[src/bsb_pkg.sv]
`default_nettype none

package bsb_pkg;

  // Character forms of the syllable grammar
  typedef enum logic [3:0] {
    FORM_INVALID = 4'd0,
    FORM_CONS    = 4'd1,
    FORM_NUKTA   = 4'd2,
    FORM_HALANT  = 4'd3,
    FORM_MATRA   = 4'd4,
    FORM_VMARK   = 4'd5,
    FORM_STRESS  = 4'd6,
    FORM_INDEP   = 4'd7,
    FORM_LENGTH  = 4'd8,
    FORM_CONTROL = 4'd9,
    FORM_OTHER   = 4'd10
  } form_e;

  localparam int unsigned CuWidth = 16;
  localparam int unsigned RomAddrWidth = 7;

  // Code points of interest
  localparam logic [CuWidth-1:0] BlockFirst   = 16'h0980;
  localparam logic [CuWidth-1:0] DottedCircle = 16'h25CC;
  localparam logic [CuWidth-1:0] Zwnj         = 16'h200C;
  localparam logic [CuWidth-1:0] Zwj          = 16'h200D;
  localparam logic [CuWidth-1:0] VowelA       = 16'h0985;
  localparam logic [CuWidth-1:0] VowelE       = 16'h098F;
  localparam logic [CuWidth-1:0] SignAa       = 16'h09BE;

  // Form of each code point in the Bengali block, indexed by the low 7 bits
  localparam logic [3:0] FormRom [128] = '{
    4'd0, 4'd5, 4'd5, 4'd5, 4'd0, 4'd7, 4'd7, 4'd7,
    4'd7, 4'd7, 4'd7, 4'd7, 4'd7, 4'd0, 4'd0, 4'd7,
    4'd7, 4'd0, 4'd0, 4'd7, 4'd7, 4'd1, 4'd1, 4'd1,
    4'd1, 4'd1, 4'd1, 4'd1, 4'd1, 4'd1, 4'd1, 4'd1,
    4'd1, 4'd1, 4'd1, 4'd1, 4'd1, 4'd1, 4'd1, 4'd1,
    4'd1, 4'd0, 4'd1, 4'd1, 4'd1, 4'd1, 4'd1, 4'd1,
    4'd1, 4'd0, 4'd1, 4'd0, 4'd0, 4'd0, 4'd1, 4'd1,
    4'd1, 4'd1, 4'd0, 4'd0, 4'd2, 4'd10, 4'd4, 4'd4,
    4'd4, 4'd4, 4'd4, 4'd4, 4'd4, 4'd0, 4'd0, 4'd4,
    4'd4, 4'd0, 4'd0, 4'd4, 4'd4, 4'd3, 4'd1, 4'd0,
    4'd0, 4'd0, 4'd0, 4'd0, 4'd0, 4'd0, 4'd0, 4'd5,
    4'd0, 4'd0, 4'd0, 4'd0, 4'd1, 4'd1, 4'd0, 4'd1,
    4'd7, 4'd7, 4'd5, 4'd5, 4'd10, 4'd10, 4'd10, 4'd10,
    4'd10, 4'd10, 4'd10, 4'd10, 4'd10, 4'd10, 4'd10, 4'd10,
    4'd1, 4'd1, 4'd10, 4'd10, 4'd10, 4'd10, 4'd10, 4'd10,
    4'd10, 4'd10, 4'd10, 4'd10, 4'd10, 4'd10, 4'd10, 4'd10
  };

  // Classification of one code unit
  typedef struct packed {
    form_e form;
    logic  in_block;
    logic  is_vowel_a;
    logic  is_vowel_e;
    logic  is_sign_aa;
  } cu_info_t;

  // Running syllable state
  typedef struct packed {
    logic  in_syllable;
    form_e previous_form;
    logic  at_second_char;
    logic  first_is_vowel_a_or_e;
    logic  previous_is_vowel_a;
  } seg_state_t;

endpackage

`default_nettype wire

[src/bsb_class.sv]
`default_nettype none

module bsb_class (
  input  logic [bsb_pkg::CuWidth-1:0] code_unit_i,
  output bsb_pkg::cu_info_t           info_o
);
  import bsb_pkg::*;

  logic in_block;

  // Bengali block is 0x0980..0x09FF: one 128-entry aligned page
  assign in_block = (code_unit_i[CuWidth-1:RomAddrWidth] == BlockFirst[CuWidth-1:RomAddrWidth]);

  // Look up the form
  always_comb begin
    info_o.in_block   = in_block;
    info_o.is_vowel_a = (code_unit_i == VowelA);
    info_o.is_vowel_e = (code_unit_i == VowelE);
    info_o.is_sign_aa = (code_unit_i == SignAa);
    if (in_block) begin
      info_o.form = form_e'(FormRom[code_unit_i[RomAddrWidth-1:0]]);
    end else if (code_unit_i == DottedCircle) begin
      info_o.form = FORM_CONS;
    end else if (code_unit_i == Zwnj || code_unit_i == Zwj) begin
      info_o.form = FORM_CONTROL;
    end else begin
      info_o.form = FORM_OTHER;
    end
  end

endmodule

`default_nettype wire

[src/bsb_seg.sv]
`default_nettype none

module bsb_seg (
  input  logic              clk_i,
  input  logic              rst_ni,
  input  logic              advance_i,
  input  bsb_pkg::cu_info_t info_i,
  input  logic              text_start_i,
  output logic              starts_unit_o,
  output logic              passthrough_o
);
  import bsb_pkg::*;

  seg_state_t state_q, state_d;
  logic       in_syl;
  logic       matra_join;
  logic       vmark_join;
  logic       joins;
  form_e      p;

  assign in_syl = state_q.in_syllable & ~text_start_i;
  assign p      = state_q.previous_form;

  // Grammar: can this form extend the open syllable
  assign matra_join = (p == FORM_CONS) || (p == FORM_NUKTA) || (p == FORM_MATRA) ||
                      (info_i.is_sign_aa && state_q.previous_is_vowel_a);
  assign vmark_join = (p == FORM_MATRA) || (p == FORM_LENGTH) || (p == FORM_INDEP) ||
                      matra_join;

  always_comb begin
    case (info_i.form)
      FORM_CONS:   joins = (p == FORM_HALANT);
      FORM_HALANT: joins = (p == FORM_NUKTA) || (p == FORM_CONS) ||
                           (state_q.at_second_char && state_q.first_is_vowel_a_or_e);
      FORM_NUKTA:  joins = (p == FORM_CONS);
      FORM_STRESS: joins = (p == FORM_VMARK) || vmark_join;
      FORM_VMARK:  joins = vmark_join;
      FORM_MATRA:  joins = matra_join;
      FORM_LENGTH: joins = (p == FORM_MATRA);
      default:     joins = 1'b0;
    endcase
  end

  // Next state and per-unit flags
  always_comb begin
    state_d             = state_q;
    state_d.in_syllable = in_syl;
    starts_unit_o       = 1'b0;
    passthrough_o       = 1'b0;
    if (in_syl && info_i.form == FORM_CONTROL) begin
      // close inclusively unless it follows a halant
      state_d.in_syllable         = (p == FORM_HALANT);
      state_d.at_second_char      = 1'b0;
      state_d.previous_is_vowel_a = info_i.is_vowel_a;
    end else if (in_syl && joins) begin
      state_d.previous_form       = info_i.form;
      state_d.at_second_char      = 1'b0;
      state_d.previous_is_vowel_a = info_i.is_vowel_a;
    end else begin
      starts_unit_o = 1'b1;
      if (!info_i.in_block) begin
        passthrough_o       = 1'b1;
        state_d.in_syllable = 1'b0;
      end else if (info_i.form == FORM_CONS || info_i.form == FORM_INDEP ||
                   info_i.form == FORM_OTHER) begin
        state_d.in_syllable           = 1'b1;
        state_d.previous_form         = info_i.form;
        state_d.at_second_char        = 1'b1;
        state_d.first_is_vowel_a_or_e = info_i.is_vowel_a | info_i.is_vowel_e;
        state_d.previous_is_vowel_a   = info_i.is_vowel_a;
      end else begin
        state_d.in_syllable = 1'b0;
      end
    end
  end

  // Commit state when the beat moves to the result register
  always_ff @(posedge clk_i or negedge rst_ni) begin
    if (!rst_ni) begin
      state_q <= '{in_syllable: 1'b0, previous_form: FORM_INVALID, at_second_char: 1'b0,
                   first_is_vowel_a_or_e: 1'b0, previous_is_vowel_a: 1'b0};
    end else if (advance_i) begin
      state_q <= state_d;
    end
  end

endmodule

`default_nettype wire

[src/bengali_syllable_boundary.sv]
`default_nettype none

// Bengali syllable boundary finder. Takes one UTF-16 code unit per beat and
// returns one result beat per code unit: whether the unit begins a new
// syllable or passthrough unit, whether it is a lone non-Bengali unit, and
// its character form. Each beat waits in the input register, where the form
// ROM lookup and the syllable state update happen, then moves to the result
// register and sits there until taken; the block sustains one code unit per
// cycle while the result is not stalled.
// text_start_i closes any open syllable before its unit is looked at.
// Reordering, matra splitting and glyph substitution are not performed.
module bengali_syllable_boundary (
  input  logic                        clk_i,
  input  logic                        rst_ni,
  input  logic                        in_valid_i,
  output logic                        in_stall_o,
  input  logic [bsb_pkg::CuWidth-1:0] code_unit_i,
  input  logic                        text_start_i,
  output logic                        out_valid_o,
  input  logic                        out_stall_i,
  output logic                        starts_unit_o,
  output logic                        passthrough_o,
  output logic [3:0]                  char_class_o
);
  import bsb_pkg::*;

  logic               in_valid_q;
  logic [CuWidth-1:0] code_unit_q;
  logic               text_start_q;
  logic               out_valid_q;
  logic               starts_unit_q;
  logic               passthrough_q;
  logic [3:0]         char_class_q;
  logic               accept;
  logic               advance;
  logic               starts_unit;
  logic               passthrough;
  cu_info_t           info;

  // Move a beat forward when the result register is free or being drained
  assign advance    = in_valid_q & (~out_valid_q | ~out_stall_i);
  assign in_stall_o = in_valid_q & ~advance;
  assign accept     = in_valid_i & ~in_stall_o;

  // Input register
  always_ff @(posedge clk_i or negedge rst_ni) begin
    if (!rst_ni) begin
      in_valid_q <= 1'b0;
    end else if (accept) begin
      in_valid_q <= 1'b1;
    end else if (advance) begin
      in_valid_q <= 1'b0;
    end
  end

  always_ff @(posedge clk_i) begin
    if (accept) begin
      code_unit_q  <= code_unit_i;
      text_start_q <= text_start_i;
    end
  end

  bsb_class u_class (
    .code_unit_i (code_unit_q),
    .info_o      (info)
  );

  bsb_seg u_seg (
    .clk_i         (clk_i),
    .rst_ni        (rst_ni),
    .advance_i     (advance),
    .info_i        (info),
    .text_start_i  (text_start_q),
    .starts_unit_o (starts_unit),
    .passthrough_o (passthrough)
  );

  // Result register
  always_ff @(posedge clk_i or negedge rst_ni) begin
    if (!rst_ni) begin
      out_valid_q <= 1'b0;
    end else if (advance) begin
      out_valid_q <= 1'b1;
    end else if (!out_stall_i) begin
      out_valid_q <= 1'b0;
    end
  end

  always_ff @(posedge clk_i) begin
    if (advance) begin
      starts_unit_q <= starts_unit;
      passthrough_q <= passthrough;
      char_class_q  <= info.form;
    end
  end

  assign out_valid_o   = out_valid_q;
  assign starts_unit_o = starts_unit_q;
  assign passthrough_o = passthrough_q;
  assign char_class_o  = char_class_q;

endmodule

`default_nettype wire

[config.mk]
export PLATFORM = sky130hd
export DESIGN_NAME = bengali_syllable_boundary
export DESIGN_NICKNAME = d
export VERILOG_FILES = /design/src/bsb_pkg.sv /design/src/bsb_class.sv /design/src/bsb_seg.sv /design/src/bengali_syllable_boundary.sv
export SDC_FILE = /design/constraint.sdc
export NUM_CORES = 1
export LEC_CHECK = 0
export BUFFER_PORTS_ARGS = -buffer_cell sky130_fd_sc_hd__buf_2
export CAP_MARGIN = 20
export CORE_MARGIN = 1
export CORE_UTILIZATION = 64
export CTS_BUF_LIST = sky130_fd_sc_hd__clkbuf_4 sky130_fd_sc_hd__clkbuf_8
export CTS_CLUSTER_SIZE = 12
export DETAILED_ROUTE_END_ITERATION = 10
export PLACE_DENSITY = 0.88
export RECOVER_POWER = 100
export SKIP_LAST_GASP = 1
export SLEW_MARGIN = 20
export SYNTH_ARGS = -nofsm -noshare
export SYNTH_HDL_FRONTEND = slang
export SYNTH_HIERARCHICAL = 1
export SYNTH_SLANG_ARGS = --single-unit
[constraint.sdc]
create_clock -name clk_i -period 5.2 [get_ports clk_i]
set_input_delay 0.26 -clock clk_i [delete_from_list [all_inputs] [get_ports clk_i]]
set_output_delay 0.26 -clock clk_i [all_outputs]
set_load 0.02 [all_outputs]
==> results_dict.tcl <==
set metrics [dict create \
    cts-buffers-inserted 5 \
    outcome "finished clean" \
    dr.pass1.iters 7 \
    sw_frac_of_total 0.2534 \
    hold_violations 0 \
    layoutNonFillerInstCount 274 \
    grt_usage 0.2831 \
    synth_edf_count 23 \
    maxCapViolations 0 \
    postRouteAntennaNets 0 \
    start_kind "flop" \
    overflow 0 \
    seqPwrFrac 0.556 \
    die-area_um2 3447 \
    slew_headroom 0.2136 \
    path_clk_slew_ns 0.11 \
    drive_gt1_frac 0.1609 \
    area_delta_synth_final_pct 8.085 \
    fin_nets 255 \
    syn_nets 230 \
    core_area_um2 3053 \
    postCtsSetupBuffers 0 \
    multi_input_area_um2 958.4 \
    seqCellArea_um2 940.9 \
    antenna_found_initial 0 \
    cts_sinks 33 \
    report.final.setup_viol 0 \
    period_minus_slack_ns 4.311 \
    place.gp.congestion 0.9517 \
    final_area_um2 2225 \
    fin_crit_sh 0.8290 \
    netlist_instances 204 \
    tns_ns 0 \
    num_rows 20 \
    numPlacedInstances 265 \
    cp_max_fo 12 \
    place.port_buffers 28 \
    cts_buffer_depth 2 \
    synth-seq-cells 33 \
    hpwlAfterDp_um 3074 \
    cp.arrival_ns 4.53 \
    routed_wirelength_um 4453 \
    p_leak_nw 0.8366 \
    vias 1764 \
    ios 29 \
    post-route-util 0.7287 \
    clock_skew_ns 0.009537 \
    p_clk_frac 0.332 \
    initial_core_util 0.6742 \
    grt_max_degree 18 \
    dr.first_iter.drc_count 168 \
    synth_area_um2 2058 \
    vdd_drop_max_uv 203.3 \
    synth.distinct_cells 61 \
    routedWlPerCell_um 16.25 \
    synth_top_flop_cell "edfxtp_1" \
    die_x_um 58.71 \
    worstSkewPairLatency_ns 0.34 \
    syn_area_per_cell_um2 10.09 \
    cp.required_ns 5.42 \
    cts_root_buf "clkbuf_4" \
    min_path_type "input port to flop" \
    rsz0062_at_grt "no" \
    nFillCells 230 \
    htree_levels 2 \
    die_h_um 58.71 \
    ys_warn_count 6 \
    synthArstFlopShare 0.3030 \
    drc 0 \
    end_kind "flop" \
    grt_pass1_wl_um 7127 \
    combPwrFrac 0.112 \
    cts_resized 0 \
    power_density_nw_per_um2 254.7 \
    tritoncts "done" \
    vias_per_cell 6.438 \
    drv_slew 0 \
    placed_area_um2 2187 \
    critPathKind "flop to flop" \
    fmax_mhz 232.0 \
    worst_pin_slew_ns 1.167 \
    hold_slack_ns 0.08898 \
    num_antenna_cells 0 \
    ys_seq_area_frac 0.4571 \
    netSwitchingPower_w 0.0001436 \
    grt_pass1_vias 1518 \
    intPower_w 0.0004230 \
]
[through the flow]
| stage | worst slack, ns | total power, W |
|---|---|---|
| floorplan | 1.963 | 0.0003627 |
| global placement | 1.577 | 0.0003807 |
| detailed placement | 1.421 | 0.0003848 |
| CTS | 1.403 | 0.0005712 |
| global route | 0.5662 | 0.0005878 |
| finish | 0.8890 | 0.0005666 |
[timing repair]
item,4_1_cts,5_1_grt
hold buffers,1,0
endpoints found under the setup margin,0,0
endpoints found under the hold margin,10,0
[cells in the final DEF, fill, tap and decap left out, types with 6 or more instances in the layout]
cell type / n
nand3_1: 9
a21oi_1: 6
nand2_1: 17
o21ai_0: 13
dfrtp_1: 10
clkbuf_1: 10
buf_2: 19
nor2_1: 17
nand2b_1: 6
edfxtp_1: 23
inv_1: 11
[final timing paths]
check                                    start             end  slack (ns)  depth (start not counted)
worst min register to register      in_valid_q     out_valid_o        0.49                          1
min in group asynchronous               rst_ni      u_seg/p[1]        0.42                          2
worst min-delay path            code_unit_i[1]  code_unit_q[1]        0.09                          1
worst max-delay path            code_unit_q[1]      u_seg/p[0]        0.89                         11
max in group asynchronous               rst_ni      u_seg/p[2]        4.40                          2
worst max register to register  code_unit_q[1]      u_seg/p[0]        0.89                         11
[registers in the layout (all words and copies together), names as in the netlist]
register and cells:
starts_unit_o 1, code_unit_q 16, passthrough_o 1, in_valid_q 1, text_start_q 1, char_class_o 4
u_seg/p 4, out_valid_o 1, u_seg/state_q 4
[cells by family (layout without fill, tap and decap cells)]
group,count (synthesis),in the layout,share of synthesized area
flip-flops,33,33,0.4571
adder cells (fa/ha/maj),5,5,0.03040
AO/OA/AOI/OAI,50,50,0.1860
multiplexers,4,4,0.02128
AND/OR/NAND/NOR,84,84,0.2328
buffers and inverters,25,51,0.05957
XOR/XNOR,3,3,0.01277
[area by class of cell]
cell class / instances / area share
Clock buffer: 5 / 0.01687
Clock inverter: 3 / 0.01856
Sequential cell: 33 / 0.4229
Tap cell: 44 / 0.02475
Inverter: 13 / 0.02193
Multi-Input combinational cell: 146 / 0.4308
Timing Repair Buffer: 30 / 0.06412
[power by group through the flow]
stage	clock, W	sequential [W]	combinational [W]
2_1_floorplan	0	0.000313	0.0000497
3_3_place_gp	0	0.000319	0.0000618
3_5_place_dp	0	0.000320	0.0000644
4_1_cts	0.000191	0.000315	0.0000655
5_1_grt	0.000200	0.000317	0.0000699
6_report	0.000188	0.000315	0.0000635
[per-layer routing]
layer	global-route usage	share of wire
met1	0.3655	0.40
met3	0.06374	0.087
met5	0	0
met2	0.4647	0.48
met4	0.1156	0.030
[worst max-delay path: stages, from the launching register on]
cell and delay (ns):
edfxtp_1 0.47, inv_1 0.17, ha_1 0.30, a221oi_1 0.31, a21oi_1 0.06, o21ai_0 0.93
nand2_1 0.17, or4_4 0.45, a211oi_1 0.27, o2111ai_1 0.35, a31oi_4 0.33, mux2_1 0.35
[cells in the mapped netlist, types with 2 or more instances]
| library cell | n | share of area |
|---|---|---|
| a31oi_1 | 4 | 0.012 |
| nand4_1 | 4 | 0.012 |
| nor2b_1 | 5 | 0.015 |
| nor2_1 | 17 | 0.031 |
| o221ai_1 | 3 | 0.013 |
| nor4b_1 | 2 | 0.0085 |
| nor4_1 | 2 | 0.0061 |
| o21ai_0 | 11 | 0.027 |
| xor2_1 | 2 | 0.0085 |
| and4_1 | 2 | 0.0085 |
| edfxtp_1 | 23 | 0.34 |
| and2_1 | 5 | 0.015 |
| dfrtp_1 | 10 | 0.12 |
| nand2b_1 | 6 | 0.018 |
| clkbuf_1 | 3 | 0.0055 |
| inv_1 | 11 | 0.020 |
| buf_2 | 5 | 0.012 |
| a21oi_2 | 2 | 0.0085 |
| a21boi_0 | 2 | 0.0073 |
| o21ai_1 | 5 | 0.012 |
| nand3_1 | 8 | 0.019 |
| a211oi_2 | 2 | 0.012 |
| nand2_1 | 17 | 0.031 |
| buf_4 | 2 | 0.0073 |
| mux2_1 | 2 | 0.011 |
| ha_1 | 5 | 0.030 |
| and3_1 | 2 | 0.0061 |
| nor3_1 | 2 | 0.0049 |
| nand3b_1 | 2 | 0.0073 |
| a41oi_1 | 2 | 0.0085 |
| a21oi_1 | 5 | 0.012 |
| buf_6 | 2 | 0.011 |
No activity file was read; power rests on OpenSTA's default activity.
